## config.mk

```make
export PLATFORM = sky130hd
export DESIGN_NAME = shelf_rect_packer_top
export DESIGN_NICKNAME = d
export VERILOG_FILES = /design/src/hdl/srp_pkg.sv /design/src/hdl/shelf_rect_packer_top.sv
export SDC_FILE = /design/constraint.sdc
export NUM_CORES = 1
export LEC_CHECK = 0
export BUFFER_PORTS_ARGS = -buffer_cell sky130_fd_sc_hd__buf_2
export CORE_ASPECT_RATIO = 0.6
export CORE_MARGIN = 10
export CORE_UTILIZATION = 35
export CTS_CLUSTER_SIZE = 40
export DETAILED_ROUTE_END_ITERATION = 16
export HOLD_SLACK_MARGIN = 0.03
export PLACE_DENSITY = 0.6
export SLEW_MARGIN = 20
export SYNTH_ARGS = -nofsm -noshare
export SYNTH_HDL_FRONTEND = slang
export SYNTH_SLANG_ARGS = --single-unit
```

## constraint.sdc

```tcl
create_clock -name clk -period 23.5 [get_ports clk]
set_input_delay 2.35 -clock clk [delete_from_list [all_inputs] [get_ports clk]]
set_output_delay 2.35 -clock clk [all_outputs]
set_load 0.05 [all_outputs]
```

## src/hdl/srp_pkg.sv

```systemverilog
`timescale 1ns / 1ps

package srp_pkg;

    localparam int DIM_W      = 13;
    localparam int SUM_W      = 15;
    localparam int IDX_W      = 4;
    localparam int S_DATA_W   = 32;
    localparam int M_DATA_W   = 32;
    localparam int ADDR_W     = 3;
    localparam int APB_DATA_W = 32;

    localparam logic [DIM_W-1:0] PAD       = 13'd1;
    localparam logic [DIM_W-1:0] RESET_DIM = 13'd1024;

    localparam logic REG_PAGE_WIDTH  = 1'b0;
    localparam logic REG_PAGE_HEIGHT = 1'b1;

    typedef logic [DIM_W-1:0] dim_t;

    typedef struct packed {
        logic             page_opened;
        dim_t             y_pos;
        dim_t             x_pos;
        logic [IDX_W-1:0] page_index;
        logic             placed;
    } result_t;

endpackage

```

## src/hdl/shelf_rect_packer_top.sv

```systemverilog
`timescale 1ns / 1ps
// Input register, then result register; throughput is one rectangle per cycle unless
// m_tready stalls the result stream; the placement compare/add logic sits in one stage
// and the shelf state is updated in the same cycle as the result is captured.
// Reset: rst_n asynchronous, active low; page size returns to 1024 x 1024,
// the shelf cursor to (1,1), no pages open, both pipeline stages empty.

module shelf_rect_packer_top
    import srp_pkg::*;
#(
    parameter int MAX_PAGES = 16
)
(
    input  logic                  clk,
    input  logic                  rst_n,
    // APB configuration
    input  logic                  psel,
    input  logic                  penable,
    input  logic                  pwrite,
    input  logic [ADDR_W-1:0]     paddr,
    input  logic [APB_DATA_W-1:0] pwdata,
    output logic [APB_DATA_W-1:0] prdata,
    output logic                  pready,
    // Request stream
    input  logic                  s_tvalid,
    output logic                  s_tready,
    input  logic [S_DATA_W-1:0]   s_tdata,   // rect_width[12:0], rect_height[25:13], zeros
    // Result stream
    output logic                  m_tvalid,
    input  logic                  m_tready,
    output logic [M_DATA_W-1:0]   m_tdata    // placed[0], page_index[4:1], x_pos[17:5],
                                             // y_pos[30:18], page_opened[31]
);

    localparam int PG_W = $clog2(MAX_PAGES + 1);
    localparam int IW   = (PG_W > IDX_W) ? PG_W : IDX_W;
    localparam logic [PG_W-1:0] MAX_PG = PG_W'(MAX_PAGES);

    // configuration
    dim_t page_width_reg;
    dim_t page_height_reg;
    logic cfg_wr;

    assign pready = 1'b1;
    assign cfg_wr = psel && penable && pwrite && pready;

    always_ff @(posedge clk or negedge rst_n)
    begin
        if (!rst_n)
        begin
            page_width_reg  <= RESET_DIM;
            page_height_reg <= RESET_DIM;
        end
        else if (cfg_wr)
        begin
            case (paddr[2])
                REG_PAGE_WIDTH:  page_width_reg  <= pwdata[DIM_W-1:0];
                REG_PAGE_HEIGHT: page_height_reg <= pwdata[DIM_W-1:0];
                default:         page_width_reg  <= page_width_reg;
            endcase
        end
    end

    always_comb
    begin
        case (paddr[2])
            REG_PAGE_WIDTH:  prdata = {{(APB_DATA_W-DIM_W){1'b0}}, page_width_reg};
            REG_PAGE_HEIGHT: prdata = {{(APB_DATA_W-DIM_W){1'b0}}, page_height_reg};
            default:         prdata = '0;
        endcase
    end

    // input stage
    logic in_valid_reg;
    dim_t in_w_reg;
    dim_t in_h_reg;
    logic out_valid_reg;
    result_t out_reg;
    logic advance;

    assign advance  = in_valid_reg && (!out_valid_reg || m_tready);
    assign s_tready = !in_valid_reg || advance;

    always_ff @(posedge clk or negedge rst_n)
    begin
        if (!rst_n)
            in_valid_reg <= 1'b0;
        else if (s_tready)
            in_valid_reg <= s_tvalid;
    end

    always_ff @(posedge clk)
    begin
        if (s_tready && s_tvalid)
        begin
            in_w_reg <= s_tdata[DIM_W-1:0];
            in_h_reg <= s_tdata[2*DIM_W-1:DIM_W];
        end
    end

    // shelf state
    dim_t cursor_x_reg, cursor_x_next;
    dim_t shelf_top_reg, shelf_top_next;
    dim_t shelf_height_reg, shelf_height_next;
    logic [PG_W-1:0] pages_used_reg, pages_used_next;

    logic            empty, too_large, first;
    dim_t            cx_e, top_e, sh_e;
    logic [PG_W-1:0] pg_e;
    logic            wrap, fit;
    dim_t            cx1, sh1;
    logic [SUM_W-1:0] top1;
    logic [SUM_W-1:0] end_x;
    logic [IW-1:0]   idx_wide;
    result_t         res;

    always_comb
    begin
        empty     = (in_w_reg == '0) || (in_h_reg == '0);
        too_large = !empty &&
                    ((SUM_W'(in_w_reg) + SUM_W'(2) > SUM_W'(page_width_reg)) ||
                     (SUM_W'(in_h_reg) + SUM_W'(2) > SUM_W'(page_height_reg)));
        first     = (pages_used_reg == '0);

        cx_e  = first ? PAD : cursor_x_reg;
        top_e = first ? PAD : shelf_top_reg;
        sh_e  = first ? '0  : shelf_height_reg;
        pg_e  = first ? PG_W'(1) : pages_used_reg;

        wrap  = SUM_W'(cx_e) + SUM_W'(in_w_reg) + SUM_W'(PAD) > SUM_W'(page_width_reg);
        cx1   = wrap ? PAD : cx_e;
        top1  = wrap ? SUM_W'(top_e) + SUM_W'(sh_e) + SUM_W'(PAD) : SUM_W'(top_e);
        sh1   = wrap ? '0 : sh_e;
        fit   = top1 + SUM_W'(in_h_reg) + SUM_W'(PAD) <= SUM_W'(page_height_reg);
        end_x = SUM_W'(cx1) + SUM_W'(in_w_reg) + SUM_W'(PAD);

        cursor_x_next     = cursor_x_reg;
        shelf_top_next    = shelf_top_reg;
        shelf_height_next = shelf_height_reg;
        pages_used_next   = pages_used_reg;
        res               = '0;

        if (!too_large)
        begin
            cursor_x_next     = cx_e;
            shelf_top_next    = top_e;
            shelf_height_next = sh_e;
            pages_used_next   = pg_e;
            res.page_opened   = first;
            if (empty)
            begin
                res.placed = 1'b1;
                res.x_pos  = cx_e;
                res.y_pos  = top_e;
            end
            else if (fit)
            begin
                res.placed        = 1'b1;
                res.x_pos         = cx1;
                res.y_pos         = top1[DIM_W-1:0];
                cursor_x_next     = end_x[DIM_W-1:0];
                shelf_top_next    = top1[DIM_W-1:0];
                shelf_height_next = (in_h_reg > sh1) ? in_h_reg : sh1;
            end
            else if (pg_e < MAX_PG)
            begin
                // fresh page always fits a rectangle that passed the size check
                res.placed        = 1'b1;
                res.page_opened   = 1'b1;
                res.x_pos         = PAD;
                res.y_pos         = PAD;
                cursor_x_next     = in_w_reg + PAD + PAD;
                shelf_top_next    = PAD;
                shelf_height_next = in_h_reg;
                pages_used_next   = pg_e + PG_W'(1);
            end
            else
            begin
                res.page_opened = 1'b0;
            end
        end

        idx_wide = IW'(pages_used_next) - IW'(1);
        if (res.placed)
            res.page_index = idx_wide[IDX_W-1:0];
    end

    always_ff @(posedge clk or negedge rst_n)
    begin
        if (!rst_n)
        begin
            cursor_x_reg     <= PAD;
            shelf_top_reg    <= PAD;
            shelf_height_reg <= '0;
            pages_used_reg   <= '0;
        end
        else if (advance)
        begin
            cursor_x_reg     <= cursor_x_next;
            shelf_top_reg    <= shelf_top_next;
            shelf_height_reg <= shelf_height_next;
            pages_used_reg   <= pages_used_next;
        end
    end

    // result stage
    always_ff @(posedge clk or negedge rst_n)
    begin
        if (!rst_n)
            out_valid_reg <= 1'b0;
        else if (advance)
            out_valid_reg <= 1'b1;
        else if (m_tready)
            out_valid_reg <= 1'b0;
    end

    always_ff @(posedge clk)
    begin
        if (advance)
            out_reg <= res;
    end

    assign m_tvalid = out_valid_reg;
    assign m_tdata  = out_reg;

    // checks
    a_refused_zero: assert property (@(posedge clk) disable iff (!rst_n)
        out_valid_reg && !out_reg.placed |->
            out_reg.page_index == '0 && out_reg.x_pos == '0 &&
            out_reg.y_pos == '0 && !out_reg.page_opened)
        else $error("refused result carries nonzero fields");

    a_pages_bound: assert property (@(posedge clk) disable iff (!rst_n)
        pages_used_reg <= MAX_PG)
        else $error("page count above limit");

    a_page_open_after: assert property (@(posedge clk) disable iff (!rst_n)
        advance && !too_large |=> pages_used_reg != '0)
        else $error("no page open after a request");

    a_placed_inside: assert property (@(posedge clk) disable iff (!rst_n)
        out_valid_reg && out_reg.placed |-> out_reg.x_pos != '0 && out_reg.y_pos != '0)
        else $error("placement at the padding border");

endmodule

```

# Word level (Yosys, flattened, before mapping)
# Index checks and enable logic that the tools add are counted.
dict set report op_classes {
  n_addsub 14
  n_mul 0
  div_mod_pow 0
  magnitude_cmp 6
  n_eq_ne 0
  shifts 0
  mux 33
  bitwise 2
  reduce_logical 19
}
# operator n
set ops {}
lappend ops {{13-bit two-way mux} 15}
lappend ops {{32-bit case mux with 2 select lines} 1}
lappend ops {{26-bit two-way mux} 2}
lappend ops {{13-bit by 1-bit adder with 13-bit output (second input constant)} 3}
lappend ops {{14-bit by 1-bit adder with 15-bit output (second input constant)} 2}
lappend ops {{13-bit by 13-bit adder with 14-bit output} 2}
lappend ops {{13-bit by 2-bit adder with 14-bit output (second input constant)} 2}
lappend ops {{14-bit by 13-bit > comparator with 1-bit output} 2}
lappend ops {{13-bit zero test} 2}
lappend ops {{5-bit two-way mux} 5}
lappend ops {{15-bit by 1-bit adder with 15-bit output (second input constant)} 1}
lappend ops {{15-bit by 13-bit adder with 15-bit output} 1}
lappend ops {{15-bit by 13-bit > comparator with 1-bit output} 1}
lappend ops {{15-bit by 13-bit less-or-equal comparator with 1-bit output} 1}
lappend ops {{15-bit two-way mux} 1}
lappend ops {{14-bit two-way mux} 1}
lappend ops {{13-bit adder} 1}
lappend ops {{13-bit > comparator} 1}
lappend ops {{1-bit two-way mux} 8}
lappend ops {{2-bit AND reduction} 3}
lappend ops {{5-bit by 1-bit adder with 5-bit output (second input constant)} 1}
lappend ops {{1-bit logical AND} 5}
lappend ops {{5-bit zero test} 1}
lappend ops {{5-bit < comparator (second input constant)} 1}
lappend ops {{5 further kinds} 11}
dict set report totals {
  ff_bits 130
  latch_bits 0
  ramBits 0
  rom_bits 0
  out_inout_bits 67
  mem_count 0
}

# Longest topological paths before layout
dict set report depth {
  depth_word 13
  ltp_mapped 51
}

# Least setup slack after synthesis
# OpenSTA, ideal clock, no wires.
dict set report synth_path {
  path_type {register to register}
  from {register pages_used_reg[2]}
  to {register out_reg, in the netlist m_tdata[3], data pin}
  setup_time_ns 0.256
  arrival_time_ns 9.622
  t_required_ns 23.244
  slack_ns 13.622
  path_stages_with_launch 51
  n_path_buf 4
  cell_sequence {dfrtp_1 -> clkbuf_1 -> or2_2 -> or4_1 -> clkbuf_1 -> and2_1 -> fa_1 -> a21o_1 -> a21oi_1 -> o21bai_1 -> a21oi_1 -> nor2b_1 -> o21a_1 -> o21ai_0 -> nand2b_1 -> a21oi_1 -> o21ai_0 -> xor2_1 -> [... 15 more ...] -> o221a_1 -> o21ai_0 -> a21oi_1 -> xor2_1 -> ha_1 -> a211oi_1 -> o21ai_0 -> a2111oi_0 -> o21ba_2 -> inv_1 -> o41ai_4 -> nor3_2 -> a21oi_1 -> inv_1 -> ha_1 -> xor2_1 -> xnor2_1 -> nor2_1}
}
dict set report synth_via {
  elab_chain_cells 13
  elab_cells_between_ends 25
  cone_classes {add/sub (8); order compare (3); mux (13); reduce/logical (1)}
}
# item line_no
set synth_rtl {}
lappend synth_rtl {{start: declaration} shelf_rect_packer_top.sv:105} ;# logic [PG_W-1:0] pages_used_reg, pages_used_next;
lappend synth_rtl {{start signal: assignment} shelf_rect_packer_top.sv:202} ;# pages_used_reg <= pages_used_next;
lappend synth_rtl {{5-bit zero test} shelf_rect_packer_top.sv:123} ;# first = (pages_used_reg == '0);
lappend synth_rtl {{13-bit two-way mux} shelf_rect_packer_top.sv:125} ;# cx_e = first ? PAD : cursor_x_reg;
lappend synth_rtl {{13-bit by 13-bit adder with 14-bit output} shelf_rect_packer_top.sv:130} ;# wrap = SUM_W'(cx_e) + SUM_W'(in_w_reg) + SUM_W'(PAD) > SUM_W'(page_width_reg);
lappend synth_rtl {{14-bit by 1-bit adder with 15-bit output} shelf_rect_packer_top.sv:130}
lappend synth_rtl {{15-bit by 13-bit > comparator with 1-bit output} shelf_rect_packer_top.sv:130}
lappend synth_rtl {{15-bit two-way mux} shelf_rect_packer_top.sv:132} ;# top1 = wrap ? SUM_W'(top_e) + SUM_W'(sh_e) + SUM_W'(PAD) : SUM_W'(top_e);
lappend synth_rtl {{15-bit by 13-bit adder with 15-bit output} shelf_rect_packer_top.sv:134} ;# fit = top1 + SUM_W'(in_h_reg) + SUM_W'(PAD) <= SUM_W'(page_height_reg);
lappend synth_rtl {{15-bit by 1-bit adder with 15-bit output} shelf_rect_packer_top.sv:134}
lappend synth_rtl {{15-bit by 13-bit less-or-equal comparator with 1-bit output} shelf_rect_packer_top.sv:134}
lappend synth_rtl {{5-bit two-way mux} shelf_rect_packer_top.sv:156} ;# else if (fit)
lappend synth_rtl {{5-bit two-way mux} shelf_rect_packer_top.sv:150} ;# if (empty)
lappend synth_rtl {{5-bit two-way mux} shelf_rect_packer_top.sv:143} ;# if (!too_large)
lappend synth_rtl {{4-bit by 1-bit subtractor with 4-bit output} shelf_rect_packer_top.sv:183} ;# idx_wide = IW'(pages_used_next) - IW'(1);
lappend synth_rtl {{end signal: assignment} shelf_rect_packer_top.sv:220} ;# out_reg <= res;
lappend synth_rtl {{end: declaration} shelf_rect_packer_top.sv:78} ;# result_t out_reg;
# Parallel ways exist; a longest one is shown, timed or not.
# A chain may end at the register's enable or synchronous reset.

# Worst setup path in the final report
# Same ends and word-level chain as after synthesis.

==> flow_summary.ini <==
[status]
status = finished clean

[worst_setup_path]
cp-end-kind = flip-flop
crit_arrival_ns = 12.47
crit_type = reg -> reg
regToRegSetupSlack_ns = 11.23
r2r-end = m_tdata[3]
path_buf_inv = 4
crit_path_top_delay_cell = a2111oi_0
crit_top_cell = a21oi_1
path_delay_family = compound AO/OA/AOI/OAI gates
reg2reg_depth = 47
r2r-start = pages_used_reg[2]
worstPathRequired_ns = 23.70
critPathMaxFanout = 43
startpoint_type = flip-flop
max_stage_delay_ns = 0.73

[floorplan]
core_area_um2 = 28600
start_util_pct = 35.3
fp.dieArea_um2 = 36300
die_x_um = 239
die_h_um = 152
std_cell_rows = 48
ios = 141

[clocking]
ctsHoldBuffers = 0
clockBufferDepth = 2
clk_latency_ns = 0.45
clock_sinks = 130
cts_root_buf = clkbuf_16
cts_tree = yes
postCtsSetupBuffers = 0
numCtsBuffers = 17
ctsResizeCount = 0
cts-htree-levels = 4
path_clk_slew_ns = 0.06

[yosys]
ys_types = 70
async_flop_share_pct = 55.4
yosysWarnings = 0
syn_area_per_cell_um2 = 9.23
synth-edff-count = 58
yosysSeqAreaShare_pct = 35.2
yosysTopAreaCell = edfxtp_1
syn_inst = 1093
synth.most_common_cell = ha_1
ys_seq_elements = 130
yosys-top-cells-area = edfxtp_1 (17%), dfrtp_1 (17%), ha_1 (15%)
syn_area_um2 = 10100
synth_commonest_cells = ha_1 (120), nand2_1 (102), nor2_1 (75)
ys.flop_type = dfrtp_1
synth_top_area_share_pct = 17.3

[route]
routed_wl_um = 29900
drc = 0
routedWlPerCell_um = 19.0
dr.pass1.iters = 5
vias = 8289
final_antenna_net_count = 0
drt_iter0_markers = 748
viasPerCell = 5.28

[flow_run]
drv_cap = 0

[worst_hold_path]
whs_endpoint = shelf_top_reg[5]
hold_path_depth = 2
hold_class = reg -> reg
hp-start = shelf_top_reg[5]

[layout]
antennaDiodeCount = 0
syn_to_final_growth_pct = 13.6
drive_above_1_share_pct = 15.6
nNetsFinal = 1380
fill_cells = 2865

[sta]
fin_skew_ns = 0.0117
rsz0062_at_grt = false
max_freq_mhz = 81.5
period_minus_slack_ns = 12.27
slew-limit-headroom_pct = 40.9
finalHoldViolations = 0
finalCritPeriodShare_pct = 52.2
setup-tns-final_ns = 0
slew_violations = 0
tightest_slew_ns = 0.881
finalSetupViolations = 0

[global_route]
grt_pass1_wl_um = 45000
gr-usage-met3_pct = 5.55
grtUsageMet2_pct = 19.8
gr-usage-met1_pct = 26.5
grt_usage_pct = 16.5
first_global_vias = 7438
grt.overflow.total = 0
busiest_layer = met1
grt_max_degree = 53
antenna_found_initial = 1

[placed_design]
place_congestion = 0.906
io_buffers = 93
dp_hpwl_um = 23400
[kinds of logic after synthesis]
group / synth area share (%)
xor+xnor: 5.12
flops: 35.2
fa+ha+maj: 15.7
mux: 4.15
simple gates: 17.3
compound gates: 17.0
buf+inv: 5.53
other cells: 0.0744
[placed cells by master, fill, tap and decap left out, drive strengths merged, types with 13 or more instances in the layout]
| cell | count |
|---|---|
| nand2 | 102 |
| clkbuf | 18 |
| a31oi | 13 |
| edfxtp | 58 |
| xnor2 | 42 |
| nor2b | 16 |
| dfrtp | 68 |
| a21oi | 62 |
| mux2 | 31 |
| a21o | 15 |
| xor2 | 17 |
| buf | 106 |
| nor2 | 76 |
| a22o | 20 |
| ha | 120 |
| o21a | 15 |
| nand4 | 16 |
| nand3 | 25 |
| and2 | 53 |
| conb | 20 |
| inv | 78 |
| o21ai | 77 |
[per-layer routing]
layer	part of all wire [%]	up-vias
met2	36	277
met1	54	3917
li1	-	4080
met5	0	-
met3	9.5	15
met4	0.61	0
[how the worst max path moves through the flow]
| stage | start | endpoint | depth (start not counted) |
|---|---|---|---|
| after floorplan | pages_used_reg[2] | m_tdata[3] | 50 |
| after global placement | pages_used_reg[2] | m_tdata[3] | 47 |
| after detailed placement | pages_used_reg[2] | m_tdata[3] | 47 |
| after CTS | pages_used_reg[2] | m_tdata[3] | 47 |
| after global routing | pages_used_reg[2] | m_tdata[3] | 47 |
| final | pages_used_reg[2] | m_tdata[3] | 47 |
[tightest hold or removal path: stages (launching register included)]
cell and delay (ns):
dfrtp_1 0.34, nand2_1 0.05, o21ai_0 0.06
[through the flow]
stage	instance area [um^2]	utilization [%]	std cells	hold slack, ns	setup slack [ns]
after CTS	11500	40.1	1570	0.482	11.43
after global routing	11500	40.1	1570	0.497	10.52
final	11500	40.1	1570	0.479	11.23
after floorplan	10200	-	1111	0.442	13.62
after detailed placement	10900	38.2	1538	0.466	11.56
after global placement	10900	38.2	1538	0.458	11.52
[layout make-up]
type	count	area, um^2	share of cell area, %
multi-input combinational	853	6070	52.9
sequential	130	3550	31.0
timing repair buffer	106	566	4.93
tap	375	469	4.09
clock buffer	18	429	3.74
inverter	74	278	2.42
clock inverter	14	108	0.939
Power is not shown: default switching activity piles up to over one toggle a cycle in this logic, so the estimate is an artifact.
